**src/sv/cmp_pkg.sv**
```systemverilog
// Shared types, widths and constants for the YUV color matrix projection.
// No dependencies.
package cmp_pkg;

    localparam int COEF_BITS  = 18;
    localparam int CFG_W      = 3 * COEF_BITS;
    localparam int CFG_IDX_W  = 2;
    localparam int SAMPLE_W   = 10;
    localparam int DIFF_W     = SAMPLE_W + 1;
    localparam int PROD_W     = DIFF_W + COEF_BITS;
    localparam int SUM_W      = PROD_W + 2;
    localparam int FRAC_BITS  = 16;
    localparam int FRAC_MASK  = (2 ** FRAC_BITS) - 1;
    localparam int RES_W      = SUM_W - FRAC_BITS + 1;
    localparam int PIPE_DEPTH = 4;
    localparam int CNT_W      = $clog2(PIPE_DEPTH + 1);

    localparam logic [SAMPLE_W-1:0] OFF8  = SAMPLE_W'(128);
    localparam logic [SAMPLE_W-1:0] OFF10 = SAMPLE_W'(512);
    localparam logic [SAMPLE_W-1:0] MAX8  = SAMPLE_W'(255);
    localparam logic [SAMPLE_W-1:0] MAX10 = SAMPLE_W'(1023);

    typedef enum logic [CFG_IDX_W-1:0] {
        REG_DEPTH_MODE = 2'd0,
        REG_LUMA_COEFS = 2'd1,
        REG_U_COEFS    = 2'd2,
        REG_V_COEFS    = 2'd3
    } cfg_reg_t;

    typedef logic signed [COEF_BITS-1:0] coef_t;
    typedef logic signed [DIFF_W-1:0]    diff_t;
    typedef logic signed [PROD_W-1:0]    prod_t;
    typedef logic signed [SUM_W-1:0]     sum_t;
    typedef logic signed [RES_W-1:0]     res_t;

    typedef struct packed {
        logic           depth_mode;
        coef_t [2:0]    luma;
        coef_t [2:0]    u;
        coef_t [2:0]    v;
    } cfg_t;

    typedef struct packed {
        logic [SAMPLE_W-1:0] luma_a;
        logic [SAMPLE_W-1:0] luma_b;
        logic [SAMPLE_W-1:0] luma_c;
        logic [SAMPLE_W-1:0] luma_d;
        logic [SAMPLE_W-1:0] chroma_u;
        logic [SAMPLE_W-1:0] chroma_v;
    } in_word_t;

    typedef struct packed {
        logic [SAMPLE_W-1:0] luma_a_out;
        logic [SAMPLE_W-1:0] luma_b_out;
        logic [SAMPLE_W-1:0] luma_c_out;
        logic [SAMPLE_W-1:0] luma_d_out;
        logic [SAMPLE_W-1:0] chroma_u_out;
        logic [SAMPLE_W-1:0] chroma_v_out;
    } out_word_t;

    typedef struct packed {
        prod_t [3:0] luma_y;
        prod_t       luma_u;
        prod_t       luma_v;
        prod_t       u_y;
        prod_t       u_u;
        prod_t       u_v;
        prod_t       v_y;
        prod_t       v_u;
        prod_t       v_v;
    } prod_word_t;

    function automatic logic [SAMPLE_W-1:0] chroma_offset(logic depth_mode);
        return depth_mode ? OFF10 : OFF8;
    endfunction

    function automatic logic [SAMPLE_W-1:0] sample_max(logic depth_mode);
        return depth_mode ? MAX10 : MAX8;
    endfunction

endpackage

```
**src/sv/cmp_cfg_regs.sv**
```systemverilog
// Configuration register file: depth mode and the three coefficient rows.
// Depends on cmp_pkg.
module cmp_cfg_regs import cmp_pkg::*;
(
    input  logic                 clk,
    input  logic                 rst_n,
    input  logic                 cfg_we,
    input  logic [CFG_IDX_W-1:0] cfg_index,
    input  logic [CFG_W-1:0]     cfg_data,
    output cfg_t                 cfg
);

    cfg_t cfg_reg;
    cfg_t cfg_next;

    always_comb
    begin
        cfg_next = cfg_reg;
        if (cfg_we)
        begin
            unique case (cfg_reg_t'(cfg_index))
                REG_DEPTH_MODE: cfg_next.depth_mode = cfg_data[0];
                REG_LUMA_COEFS: cfg_next.luma = cfg_data;
                REG_U_COEFS:    cfg_next.u = cfg_data;
                REG_V_COEFS:    cfg_next.v = cfg_data;
                default:        cfg_next = cfg_reg;
            endcase
        end
    end

    always_ff @(posedge clk or negedge rst_n)
    begin
        if (!rst_n)
        begin
            cfg_reg <= '0;
        end
        else
        begin
            cfg_reg <= cfg_next;
        end
    end

    assign cfg = cfg_reg;

endmodule

```
**config.mk**
```make
export PLATFORM = sky130hd
export DESIGN_NAME = cmp_cfg_regs
export DESIGN_NICKNAME = d
export VERILOG_FILES = /design/src/sv/cmp_pkg.sv /design/src/sv/cmp_cfg_regs.sv
export SDC_FILE = /design/constraint.sdc
export NUM_CORES = 1
export LEC_CHECK = 0
export BUFFER_PORTS_ARGS = -buffer_cell sky130_fd_sc_hd__buf_2
export CORE_UTILIZATION = 53
export DETAILED_ROUTE_END_ITERATION = 7
export PLACE_DENSITY = 0.85
export SLEW_MARGIN = 0
export SYNTH_ARGS = -nofsm -noshare
export SYNTH_HDL_FRONTEND = slang
export SYNTH_SLANG_ARGS = --single-unit
export TNS_END_PERCENT = 10
```
**constraint.sdc**
```tcl
create_clock -name clk -period 2.7 [get_ports clk]
set_clock_uncertainty 0.2 [all_clocks]
set_input_delay 0.54 -clock clk [delete_from_list [all_inputs] [get_ports clk]]
set_output_delay 0.54 -clock clk [all_outputs]
set_load 0.01 [all_outputs]
```
==> flow_metrics.py <==
metrics = {
    "outcome": {
        "status": "finished clean",
    },
    "timing": {
        "hold_viol": 0,
        "worstMarginPinSlew_ns": 0.5650,
        "drv_slew": 0,
        "grt_setup_unrepaired": "no",
        "fin_setup_tns_ns": 0,
        "max_clock_freq_mhz": 588.3,
        "fin_crit_sh_pct": 62.95,
        "postLayoutSetupSlackWorst_ns": 1.000,
        "finalSetupViolations": 0,
        "final.min_clock_period_ns": 1.700,
        "maxSlewHeadroom_pct": 62.29,
    },
    "worst_setup_path": {
        "crit_type": "flop to output port",
        "cp_num_buf_inv": 1,
        "crit_chain": "buf_2",
        "setup.worst_path.start_class": "flop",
        "worstSetupEndpointType": "output port",
        "cp_top_family": "flip-flops",
        "cp.required_ns": 1.96,
        "cp.arrival_ns": 0.96,
        "critPathMaxFanout": 2,
        "critPathSlowestCell": "dfrtp_1",
        "cpPeakStageDelay_ns": 0.40,
    },
    "route": {
        "vias": 3786,
        "drt_iter0_drc": 111,
        "drc": 0,
        "ant_nets": 0,
        "routedWlPerCell_um": 17.78,
        "finalWirelength_um": 13050,
        "vias_per_cell": 5.158,
        "first_pass_iters": 4,
    },
    "clock_network": {
        "clock_latency_ns": 0.41,
        "clockBufferDepth": 2,
        "postCtsSetupBuffers": 0,
        "clk_pin_slew_ns": 0.06,
        "cts-root-buf": "clkbuf_16",
        "cts_tree": "built",
        "cts_made_buffers": 17,
        "cts_sinks": 163,
        "cts_max_level": 4,
    },
    "grt": {
        "grt.overflow.total": 0,
        "grt_pass1_wl_um": 19410,
        "grt_max_degree": 68,
        "track_usage_pct": 21.84,
        "grt_pass1_vias": 3829,
        "antenna_found_initial": 1,
    },
    "synthesis": {
        "syn_nets": 406,
        "synth_edf_count": 0,
        "yosysWarnings": 0,
        "yosys-top-cells-area": "dfrtp_1 (66%), mux2_2 (28%), buf_6 (2.2%)",
        "synthFlopType": "dfrtp_1",
        "async_flop_share_pct": 100.0,
        "yosysTopAreaCell": "dfrtp_1",
        "yosysSeqAreaShare_pct": 65.99,
        "netlist.area_leader.share_pct": 65.99,
        "synth.most_common_cell": "dfrtp_1",
        "ys_types": 9,
        "synth_seq_cells": 163,
        "postSynthCellCount": 347,
        "synthTopCellsByCount": "dfrtp_1 (163), mux2_2 (154), buf_6 (12)",
        "syn-mean-instance-area_sq_um": 17.81,
        "syn_area_sq_mm": 0.006181,
    },
    "placed_design": {
        "gp_congestion": 0.7212,
        "place_area_sq_mm": 0.007383,
        "pre_cts_slack_ns": 0.5652,
        "port_buffers": 221,
        "dp_hpwl_um": 8986,
    },
    "layout": {
        "largest_register_ff_count": 163,
        "nNetsFinal": 637,
        "drive_gt1_share_pct": 71.07,
        "n_antenna_cell": 0,
        "area_delta_synth_final_pct": 28.10,
        "final_cell_area_sq_mm": 0.007918,
    },
    "die": {
        "core_sq_mm": 0.01137,
        "initial_core_util_pct": 54.36,
        "io_pins": 222,
        "die_w_um": 110.0,
        "die-area_sq_mm": 0.01210,
        "die_height_um": 110.0,
        "rows": 39,
    },
    "pwr": {
        "ir_drop_uv": 583.3,
        "power.leakage_nw": 3.884,
        "powerDensity_mw_per_mm2": 841.7,
    },
    "job": {
        "cap_violations": 0,
    },
    "min_path": {
        "hp-class": "primary input to flop",
    },
}
repair_timing:
item,CTS,global route
endpoints found under the hold margin,55,0
gates resized for setup,0,0
setup endpoints to repair,0,0
hold buffers,1,0
worst paths after layout:
path	start	to	slack, ns	depth (start not counted)
worst max-delay path	cfg[32]	cfg[32]	1.00	1
worst min-delay path	cfg_data[9]	cfg[63]	0.18	2
worst max register to register	cfg[1]	cfg[1]	1.71	1
worst min register to register	cfg[12]	cfg[12]	0.30	1
max in group asynchronous	rst_n	cfg[123]	1.05	3
min in group asynchronous	rst_n	cfg[152]	0.47	2
cells by family after synthesis:
logic type	count (synthesis)	synth area share [%]
flops	163	65.99
simple gates	4	0.5263
mux	163	30.18
buf+inv	17	3.300
layout by cell type (no fill, tap or decap):
cell	n
clkbuf_8	2
buf_12	5
nor3b_1	1
buf_4	2
clkinvlp_4	4
buf_2	220
clkbuf_1	3
clkbuf_16	17
nand3b_1	2
mux2_2	154
buf_6	1
mux2_4	8
dlygate4sd3_1	1
nand3_2	1
mux2_1	1
clkinv_2	6
dfrtp_1	163
final cells by class:
type                       instances  area (sq um)
clock buffer                      22         464.2
clock inverter                    10         60.06
fill                             787          3452
multi-input combinational        167          1898
sequential                       163          4079
tap                              143         178.9
timing repair buffer             229          1237
metrics by stage:
step	total power, W	hold WS (ns)	util, %	cells
floorplan	0.003876	0.04441	-	347
global placement	0.004518	0.2721	64.94	701
detailed placement	0.004592	0.2857	64.94	701
CTS	0.006730	0.1671	69.64	734
global route	0.006982	0.1729	69.64	734
finish	0.006664	0.1822	69.64	734
layer usage:
metal | vias to the layer above | wire length (um) | GRT usage [%]
met2 | 150 | 6767 | 36.74
met1 | 1907 | 5028 | 25.60
met3 | 32 | 816 | 6.232
met5 | - | 0 | 0
li1 | 1697 | - | -
met4 | 0 | 435 | 11.05
power breakdown:
part	internal [W]	total, W	switching, W	leakage, nW
registers	0.00291	0.00314	0.000230	1.93
clock network	0.00121	0.00213	0.000919	0.251
logic	0.000723	0.00140	0.000673	1.70
No activity file was read; power rests on OpenSTA's default activity.
