===== src/sv/cmp_pkg.sv =====
// Shared types, widths and constants for the YUV color matrix projection.
// No dependencies.
package cmp_pkg;

    localparam int COEF_BITS  = 18;
    localparam int CFG_W      = 3 * COEF_BITS;
    localparam int CFG_IDX_W  = 2;
    localparam int SAMPLE_W   = 10;
    localparam int DIFF_W     = SAMPLE_W + 1;
    localparam int PROD_W     = DIFF_W + COEF_BITS;
    localparam int SUM_W      = PROD_W + 2;
    localparam int FRAC_BITS  = 16;
    localparam int FRAC_MASK  = (2 ** FRAC_BITS) - 1;
    localparam int RES_W      = SUM_W - FRAC_BITS + 1;
    localparam int PIPE_DEPTH = 4;
    localparam int CNT_W      = $clog2(PIPE_DEPTH + 1);

    localparam logic [SAMPLE_W-1:0] OFF8  = SAMPLE_W'(128);
    localparam logic [SAMPLE_W-1:0] OFF10 = SAMPLE_W'(512);
    localparam logic [SAMPLE_W-1:0] MAX8  = SAMPLE_W'(255);
    localparam logic [SAMPLE_W-1:0] MAX10 = SAMPLE_W'(1023);

    typedef enum logic [CFG_IDX_W-1:0] {
        REG_DEPTH_MODE = 2'd0,
        REG_LUMA_COEFS = 2'd1,
        REG_U_COEFS    = 2'd2,
        REG_V_COEFS    = 2'd3
    } cfg_reg_t;

    typedef logic signed [COEF_BITS-1:0] coef_t;
    typedef logic signed [DIFF_W-1:0]    diff_t;
    typedef logic signed [PROD_W-1:0]    prod_t;
    typedef logic signed [SUM_W-1:0]     sum_t;
    typedef logic signed [RES_W-1:0]     res_t;

    typedef struct packed {
        logic           depth_mode;
        coef_t [2:0]    luma;
        coef_t [2:0]    u;
        coef_t [2:0]    v;
    } cfg_t;

    typedef struct packed {
        logic [SAMPLE_W-1:0] luma_a;
        logic [SAMPLE_W-1:0] luma_b;
        logic [SAMPLE_W-1:0] luma_c;
        logic [SAMPLE_W-1:0] luma_d;
        logic [SAMPLE_W-1:0] chroma_u;
        logic [SAMPLE_W-1:0] chroma_v;
    } in_word_t;

    typedef struct packed {
        logic [SAMPLE_W-1:0] luma_a_out;
        logic [SAMPLE_W-1:0] luma_b_out;
        logic [SAMPLE_W-1:0] luma_c_out;
        logic [SAMPLE_W-1:0] luma_d_out;
        logic [SAMPLE_W-1:0] chroma_u_out;
        logic [SAMPLE_W-1:0] chroma_v_out;
    } out_word_t;

    typedef struct packed {
        prod_t [3:0] luma_y;
        prod_t       luma_u;
        prod_t       luma_v;
        prod_t       u_y;
        prod_t       u_u;
        prod_t       u_v;
        prod_t       v_y;
        prod_t       v_u;
        prod_t       v_v;
    } prod_word_t;

    function automatic logic [SAMPLE_W-1:0] chroma_offset(logic depth_mode);
        return depth_mode ? OFF10 : OFF8;
    endfunction

    function automatic logic [SAMPLE_W-1:0] sample_max(logic depth_mode);
        return depth_mode ? MAX10 : MAX8;
    endfunction

endpackage


===== src/sv/cmp_sum_clip.sv =====
// Stages 3-4: row sums, then divide by 65536 toward zero, restore offset, clip.
// Depends on cmp_pkg.
module cmp_sum_clip import cmp_pkg::*;
(
    input  logic       clk,
    input  logic       rst_n,
    input  cfg_t       cfg,
    input  logic       up_valid,
    output logic       up_ready,
    input  prod_word_t up_data,
    output logic       down_valid,
    input  logic       down_ready,
    output out_word_t  down_data
);

    logic      c_valid_reg;
    logic      c_valid_next;
    sum_t      c_luma_reg [4];
    sum_t      c_luma_next [4];
    sum_t      c_u_reg;
    sum_t      c_u_next;
    sum_t      c_v_reg;
    sum_t      c_v_next;
    logic      c_ready;

    logic      d_valid_reg;
    logic      d_valid_next;
    out_word_t d_data_reg;
    out_word_t d_data_next;
    logic      d_ready;

    function automatic logic [SAMPLE_W-1:0] scale_clip(sum_t s, logic add_off, logic depth);
        sum_t biased;
        res_t r;
        res_t maxv;
        biased = s + (s[SUM_W-1] ? sum_t'(FRAC_MASK) : sum_t'(0));
        r      = res_t'(biased >>> FRAC_BITS);
        if (add_off)
        begin
            r = r + res_t'(chroma_offset(depth));
        end
        maxv = res_t'(sample_max(depth));
        if (r < 0)
        begin
            return '0;
        end
        else if (r > maxv)
        begin
            return maxv[SAMPLE_W-1:0];
        end
        return r[SAMPLE_W-1:0];
    endfunction

    assign d_ready  = !d_valid_reg || down_ready;
    assign c_ready  = !c_valid_reg || d_ready;
    assign up_ready = c_ready;

    always_comb
    begin
        c_valid_next = c_valid_reg;
        c_luma_next  = c_luma_reg;
        c_u_next     = c_u_reg;
        c_v_next     = c_v_reg;
        if (c_ready)
        begin
            c_valid_next = up_valid;
            for (int i = 0; i < 4; i++)
            begin
                c_luma_next[i] = sum_t'(up_data.luma_y[i]) + sum_t'(up_data.luma_u)
                               + sum_t'(up_data.luma_v);
            end
            c_u_next = sum_t'(up_data.u_y) + sum_t'(up_data.u_u) + sum_t'(up_data.u_v);
            c_v_next = sum_t'(up_data.v_y) + sum_t'(up_data.v_u) + sum_t'(up_data.v_v);
        end
    end

    always_comb
    begin
        d_valid_next = d_valid_reg;
        d_data_next  = d_data_reg;
        if (d_ready)
        begin
            d_valid_next             = c_valid_reg;
            d_data_next.luma_a_out   = scale_clip(c_luma_reg[0], 1'b0, cfg.depth_mode);
            d_data_next.luma_b_out   = scale_clip(c_luma_reg[1], 1'b0, cfg.depth_mode);
            d_data_next.luma_c_out   = scale_clip(c_luma_reg[2], 1'b0, cfg.depth_mode);
            d_data_next.luma_d_out   = scale_clip(c_luma_reg[3], 1'b0, cfg.depth_mode);
            d_data_next.chroma_u_out = scale_clip(c_u_reg, 1'b1, cfg.depth_mode);
            d_data_next.chroma_v_out = scale_clip(c_v_reg, 1'b1, cfg.depth_mode);
        end
    end

    always_ff @(posedge clk or negedge rst_n)
    begin
        if (!rst_n)
        begin
            c_valid_reg <= 1'b0;
            d_valid_reg <= 1'b0;
        end
        else
        begin
            c_valid_reg <= c_valid_next;
            d_valid_reg <= d_valid_next;
        end
    end

    always_ff @(posedge clk)
    begin
        c_luma_reg <= c_luma_next;
        c_u_reg    <= c_u_next;
        c_v_reg    <= c_v_next;
        d_data_reg <= d_data_next;
    end

    assign down_valid = d_valid_reg;
    assign down_data  = d_data_reg;

endmodule


===== config.mk =====
export PLATFORM = sky130hd
export DESIGN_NAME = cmp_sum_clip
export DESIGN_NICKNAME = d
export VERILOG_FILES = /design/src/sv/cmp_pkg.sv /design/src/sv/cmp_sum_clip.sv
export SDC_FILE = /design/constraint.sdc
export NUM_CORES = 1
export LEC_CHECK = 0
export BUFFER_PORTS_ARGS = -buffer_cell sky130_fd_sc_hd__buf_2
export CAP_MARGIN = 20
export CORE_MARGIN = 5
export CORE_UTILIZATION = 50
export DETAILED_ROUTE_END_ITERATION = 10
export GPL_TIMING_DRIVEN = 0
export PLACE_DENSITY = 0.77
export RECOVER_POWER = 50
export SLEW_MARGIN = 30
export SYNTH_ARGS = -nofsm -noshare
export SYNTH_HDL_FRONTEND = slang
export SYNTH_SLANG_ARGS = --single-unit

===== constraint.sdc =====
create_clock -name clk -period 7.1 [get_ports clk]
set_input_delay 1.42 -clock clk [delete_from_list [all_inputs] [get_ports clk]]
set_output_delay 1.42 -clock clk [all_outputs]
set_load 0.005 [all_outputs]

==> impl_metrics.ini, run 1 <==
[status]
status = complete, but fails checks
failed_checks = capacitance limit, slew limit

[detailed_routing]
antenna_left = 0
drc = 0
routed_wl_mm = 67.47
wl_met2_mm = 30.33
post_drt_wl_per_cell_um = 20.44
first_iter_violations = 1421
maxUsedRoutingLayer = met5
wl_met3_mm = 5.731
dr.pass1.iters = 5
vias = 19470
avgViaCountPerCell = 5.899
drt-met1-wl_mm = 29.16

[synth]
synth_compound_area_share_pct = 17.16
synthXorXnorAreaFrac_pct = 7.608
ys.flop_type = edfxtp_1
yosysSeqAreaShare_pct = 31.36
avgSynthCellArea_um2 = 10.81
synth_cells = 2194
synthArstFlopShare_pct = 0.8065
synthAdderAreaFrac_pct = 30.12
synthMuxAreaShare_pct = 0.7703
ys_ff_latch = 248
synth_cell_types = 86
yosys.area_share.simple_pct = 10.96
synth_nets = 3171
synth_edf_count = 246
synth.cell_area_um2 = 23710
yosysWarnings = 0
synth_top_family_by_area = adder cells

[cts]
clockBufferDepth = 3
cts.htree.levels = 1
clk_pin_slew_ns = 0.06
post-cts-setup-buffer-count = 0
cts_tree = yes
cts_root_buf = clkbuf_16
hold_buffers = 0
numCtsBuffers = 30
post_cts_resized = 0
cts_sinks = 248
clock_latency_ns = 0.58

[sta]
relSlewSlack_pct = -37.02
worst_slack_ns = 1.225
fmax_mhz = 170.2
final_max_slew_viol_count = 32
fin_crit_ns = 5.875
holdWs_ns = 0.4772
finClkSkew_ns = 0.03065
min_period_over_period_pct = 82.74
rsz0062_at_grt = false
finalHoldViolCount = 0
setup_viol = 0
worstMarginPinSlew_ns = 2.055

[hold_path]
hold_path_class = reg2reg
hold_depth = 1

[layout]
fin_util_pct = 58.99
layout-drive-gt1-share_pct = 16.98
layout.nets = 3633
fillers = 3891
area_delta_synth_final_pct = 16.29
stdcell_area_um2 = 27580
fin_cells = 3301
largest_reg_flops = 124

[placement]
port_buffers = 414
pre_cts_ws_ns = 1.256
placed_area_um2 = 26760
place.gp.congestion = 0.9252
post-place-cells = 3231
dp_hpwl_mm = 56.85

[power_and_ir_drop]
p_leak_nw = 12.07
power.density_nw_per_um2 = 298.6
vdd.ir_drop.worst_v = 0.0001934

[run]
cap_violations = 1

[floorplan]
die_w_um = 227.8
core_um2 = 46750
die_h_um = 227.8
ios = 577
rows = 79
fp.dieArea_um2 = 51880
start_util_pct = 50.72

[setup_path]
path_max_fanout = 22
critPathArrivalTime_ns = 6.18
end_kind = flop
start_kind = flop
reg2reg_depth = 19
worstSetupPathType = reg2reg
crit_required_ns = 7.40

[global_routing]
grt_max_degree = 32
grt_pass1_vias = 19650
antenna_found_initial = 18
grt_util_all_layers_pct = 25.17
grt_pass1_wl_mm = 105.1
overflow = 0
-- placed cells by master, fill, tap and decap left out, drive strengths merged, types with 37 or more instances in the layout --
cell type and n:
o21ai 94, xor2 67, xnor2 139, buf 366
ha 282, edfxtp 246, inv 109, a21o 112
clkbuf 117, a21oi 227, and3 37, fa 180
nand3 61, nand2 116, nor2 109
-- path summary, 6_finish.rpt --
kind	start	slack, ns	to
max in group asynchronous	rst_n	6.34	c_valid_reg$_DFFE_PN0P_
min in group asynchronous	rst_n	0.63	down_valid$_DFFE_PN0P_
max	c_v_reg[30]$_DFFE_PP_	1.23	down_data[9]$_DFFE_PP_
min reg2reg	c_valid_reg$_DFFE_PN0P_	0.48	down_valid$_DFFE_PN0P_
max reg2reg	c_v_reg[30]$_DFFE_PP_	1.23	down_data[9]$_DFFE_PP_
min	c_valid_reg$_DFFE_PN0P_	0.48	down_valid$_DFFE_PN0P_
-- cells in the mapped netlist, types with 13 or more instances --
master / n / share of area [%]
o21bai_1: 15 / 0.47
and4_1: 13 / 0.48
nand4_1: 35 / 0.92
inv_1: 109 / 1.7
a31oi_1: 23 / 0.61
fa_1: 180 / 15
nand3_1: 61 / 1.3
or2_2: 15 / 0.40
edfxtp_1: 246 / 31
o21a_1: 30 / 0.95
nor2_1: 109 / 1.7
xnor2_1: 139 / 5.1
a21oi_1: 224 / 4.7
a21o_1: 112 / 3.5
nor3_1: 30 / 0.63
xor2_1: 67 / 2.5
nand2_1: 116 / 1.8
ha_1: 282 / 15
o21ai_0: 88 / 1.9
and3_1: 37 / 0.98
nor2b_1: 21 / 0.55
a211oi_1: 19 / 0.60
nand2b_1: 27 / 0.71
clkbuf_1: 13 / 0.21
-- cell families after synthesis --
group | Yosys count
compound gates | 624
xor+xnor | 206
fa+ha+maj | 463
buf+inv | 126
flops | 248
mux | 16
simple gates | 511
-- metal layers --
layer | track usage [%] | vias to the layer above
met5 | 0 | -
met4 | 7.243 | 12
met3 | 5.702 | 126
met2 | 40.31 | 682
met1 | 34.68 | 9510
li1 | - | 9141
-- worst max-delay path, cell delays in order (launching register included) --
cell      delay (ns)
edfxtp_1        0.86
ha_1            0.38
and3_1          0.21
a221o_1         0.37
a22oi_4         0.34
nand2_1         0.15
nand2_1         0.15
nor2_1          0.10
and3_1          0.22
nand4_1         0.11
xnor2_1         0.14
ha_1            0.31
a21oi_1         0.29
nor2_1          0.13
o311ai_0        0.13
nand3_1         0.19
or2b_1          0.27
o31a_1          0.28
nor4_4          0.56
mux2_1          0.39
-- stage by stage --
stage	setup TNS (ns)	total power (W)
finish	0	0.008235
floorplan	-81.86	0.005491
CTS	0	0.008265
detailed placement	0	0.006689
global route	0	0.008872
global placement	-591.46	0.006519
-- power breakdown --
group | leakage [nW] | internal (W) | switching, W | total, W
combinational | 9.09 | 0.00173 | 0.00225 | 0.00397
sequential | 2.51 | 0.00235 | 0.000383 | 0.00273
clock | 0.470 | 0.000900 | 0.000631 | 0.00153
-- layout make-up --
cell class | instances | area [um2] | share of cell area [%]
clock inverter | 19 | 166.4 | 0.6034
multi-input combinational | 1820 | 15800 | 57.29
inverter | 110 | 412.9 | 1.497
tap | 607 | 759.5 | 2.754
sequential | 248 | 7437 | 26.97
antenna | 14 | 35.03 | 0.1270
timing repair buffer | 430 | 2103 | 7.627
clock buffer | 37 | 798.3 | 2.895
buffer | 16 | 65.06 | 0.2359
Note: power is estimated with default switching activity, not from simulation.
==> run 2, diff against run 1 <==
--- a/config.mk
+++ b/config.mk
@@ -7,11 +7,11 @@
 export LEC_CHECK = 0
 export BUFFER_PORTS_ARGS = -buffer_cell sky130_fd_sc_hd__buf_2
 export CAP_MARGIN = 20
-export CORE_MARGIN = 5
-export CORE_UTILIZATION = 50
+export CORE_AREA = 5 5 218 220
 export DETAILED_ROUTE_END_ITERATION = 10
+export DIE_AREA = 0 0 223 225
 export GPL_TIMING_DRIVEN = 0
-export PLACE_DENSITY = 0.77
+export PLACE_DENSITY = 0.78
 export RECOVER_POWER = 50
 export SLEW_MARGIN = 30
 export SYNTH_ARGS = -nofsm -noshare
==> constraint.sdc (replaced) <==
create_clock -name clk -period 5.6 [get_ports clk]
set_input_delay 1.12 -clock clk [delete_from_list [all_inputs] [get_ports clk]]
set_output_delay 1.12 -clock clk [all_outputs]
set_load 0.005 [all_outputs]
==> run 2 against run 1 <==
Net effect: the run still ends with capacitance limit, slew limit left; clock power rose by 26%; sequential share of layout area about the same; worst setup slack lost 0.83 ns; core utilization up 2.2 points; count of clock-buffer cells in the layout shrank 3; wire length decreased by 2.4%; first-iteration DRC count shrank 0.35%; non-clock buffer count is 5 higher; via count down 0.58%; sequential power is 26% higher; critical endpoint is now down_data[18]$_DFFE_PP_; highest routed layer unchanged.
==> impl_metrics.ini, run 2 (same netlist as run 1, synthesis figures left out) <==
[global_routing]
grt_pass1_wl_mm = 102.1
antenna_found_initial = 8
overflow = 0
grt_pass1_vias = 19410
grt_util_all_layers_pct = 25.17
grt_max_degree = 32

[power_and_ir_drop]
swShare_pct = 39.89
finalPower_w = 0.01044
p_clk_share_pct = 18.5
p_int_w = 0.006278
p_leak_nw = 12.09
power.net_switching_w = 0.004166
vdd.ir_drop.worst_v = 0.0002469
power_frac_comb_pct = 48.5
power_frac_seq_pct = 33.0
power.density_nw_per_um2 = 378.8

[detailed_routing]
antenna_left = 0
post_drt_wl_per_cell_um = 20.03
drc = 0
maxUsedRoutingLayer = met5
drt-met1-wl_mm = 28.69
wl_met2_mm = 30.42
routed_wl_mm = 65.87
wl_met3_mm = 5.232
avgViaCountPerCell = 5.886
vias = 19360
first_iter_violations = 1416
dr.pass1.iters = 6

[cts]
clockBufferDepth = 3
cts.htree.levels = 1
post_cts_resized = 0
cts_sinks = 248
hold_buffers = 0
clock_latency_ns = 0.58
cts_root_buf = clkbuf_16
cts_tree = yes
clk_pin_slew_ns = 0.07
numCtsBuffers = 31

[setup_path]
crit_required_ns = 5.93
critPathArrivalTime_ns = 5.53
start_kind = flop
critPathSlowestCell = a21boi_2
rrSetupSlack_ns = 0.39
worstSetupPathType = reg2reg
path_max_fanout = 11
crit_buf_inv = 1
cp_common_cell = ha_1
critical-path-top-delay-family = compound AO/OA/AOI/OAI gates
reg2reg_depth = 19
end_kind = flop
rr_endpoint = down_data[18]$_DFFE_PP_
worstPathCellList = buf_4 > ha_1 > nand3_1 > a21oi_1 > o211ai_1 > a21oi_1 > and3_1 > nand3_1 > xnor2_1 > ha_1 > ha_1 > xor2_1 > ha_1 > nand4_1 > nor3_1 > o32a_1 > and4_1 > a21boi_2 > mux2_2
cpPeakStageDelay_ns = 0.45
r2r_start = c_u_reg[30]$_DFFE_PP_

[sta]
finalHoldViolCount = 0
holdWs_ns = 0.3216
min_period_over_period_pct = 92.96
finClkSkew_ns = 0.01360
worstMarginPinSlew_ns = 2.064
final_max_slew_viol_count = 64
setup_viol = 0
fmax_mhz = 192.1
rsz0062_at_grt = false
fin_crit_ns = 5.206
relSlewSlack_pct = -37.59

[floorplan]
core_um2 = 45090
start_util_pct = 52.59
die_h_um = 225
fp.dieArea_um2 = 50180
rows = 78
ios = 577
die_w_um = 223

[placement]
dp_hpwl_mm = 55.19
place.gp.congestion = 0.9354
port_buffers = 414

[layout]
layout.nets = 3639
area_delta_synth_final_pct = 16.28
fillers = 3679
final_cell_mix = buf_2 (357), ha_1 (282), edfxtp_1 (246), a21oi_1 (224), fa_1 (180)
layout-drive-gt1-share_pct = 17.24
final_common_cell = buf_2
largest_reg_flops = 124

[run]
cap_violations = 2

[hold_path]
hold_path_class = in2async

[status]
failed_checks = capacitance limit, slew limit
status = complete, but fails checks
==> run 2: cell count changes in the layout (fill, tap and decap cells not counted) <==
cell        delta
clkinvlp_4     +2
buf_8          -1
buf_2          -2
diode_2       -10
inv_1          +1
clkbuf_1       -2
buf_12         +1
clkinv_2       +4
buf_1          +1
buf_4          +4
clkinv_1       -3
bufinv_16      -1
buf_6          +1
==> run 2: layer usage <==
| metal | global-route usage [%] | vias to the layer above |
|---|---|---|
| li1 | - | 9137 |
| met1 | 35.94 | 9378 |
| met2 | 40.91 | 747 |
| met3 | 4.207 | 92 |
| met4 | 5.415 | 4 |
| met5 | 0 | - |
==> run 2: cell type report <==
cell class / instances / area (um2) / share of cell area (%)
multi-input cells: 1820 / 15800 / 57.30
flip-flops and latches: 248 / 7437 / 26.97
repair buffers: 435 / 2147 / 7.787
clock buffers: 34 / 787.0 / 2.854
well taps: 600 / 750.7 / 2.723
inverters: 110 / 412.9 / 1.497
clock inverters: 22 / 163.9 / 0.5944
plain buffers: 16 / 65.06 / 0.2360
diodes: 4 / 10.01 / 0.03630
==> run 2: worst register-to-register path: stages, from the launching register on <==
cell	delay, ns
edfxtp_1	0.38
buf_4	0.20
ha_1	0.34
nand3_1	0.09
a21oi_1	0.23
o211ai_1	0.28
a21oi_1	0.39
and3_1	0.30
nand3_1	0.13
xnor2_1	0.15
ha_1	0.21
ha_1	0.22
xor2_1	0.18
ha_1	0.31
nand4_1	0.10
nor3_1	0.18
o32a_1	0.17
and4_1	0.19
a21boi_2	0.45
mux2_2	0.44
==> run 2: worst max-delay path by stage <==
stage                           from                 endpoint  slack [ns]  cells past startpoint
4_1_cts        c_u_reg[30]$_DFFE_PP_  down_data[18]$_DFFE_PP_        0.15                     18
6_report       c_u_reg[30]$_DFFE_PP_  down_data[18]$_DFFE_PP_        0.39                     19
3_3_place_gp              down_ready                 up_ready       -4.57                      3
5_1_grt        c_v_reg[30]$_DFFE_PP_   down_data[9]$_DFFE_PP_        0.04                     22
2_1_floorplan             down_ready  c_luma_reg[0]$_DFFE_PP_       -1.64                      1
3_5_place_dp   c_v_reg[30]$_DFFE_PP_   down_data[9]$_DFFE_PP_       -0.18                     19
==> run 2: power by group through the flow <==
stage / registers [W] / clock network [W] / logic, W
after floorplan: 0.00337 / 0 / 0.00360
after global placement: 0.00351 / 0 / 0.00474
after detailed placement: 0.00349 / 0 / 0.00497
after CTS: 0.00346 / 0.00196 / 0.00503
after global routing: 0.00352 / 0.00203 / 0.00567
final: 0.00344 / 0.00193 / 0.00507
==> run 2: repair_timing <==
item,in CTS,in global routing
endpoints found under the setup margin,3,17
cloned,0,0
setup buffers,2,3
pin swaps,1,0
==> run 2: metrics by stage <==
step	cell area [um2]	setup TNS, ns	setup WS (ns)	utilization (%)	std cells
final	27570	0	0.3941	61.16	3289
after global routing	27570	0	0.04147	61.15	3288
after CTS	27700	0	0.1502	61.44	3282
after detailed placement	26730	-0.3423	-0.1772	59.29	3224
after global placement	26540	-817.96	-4.573	58.86	3208
after floorplan	23710	-306.82	-1.640	-	2194
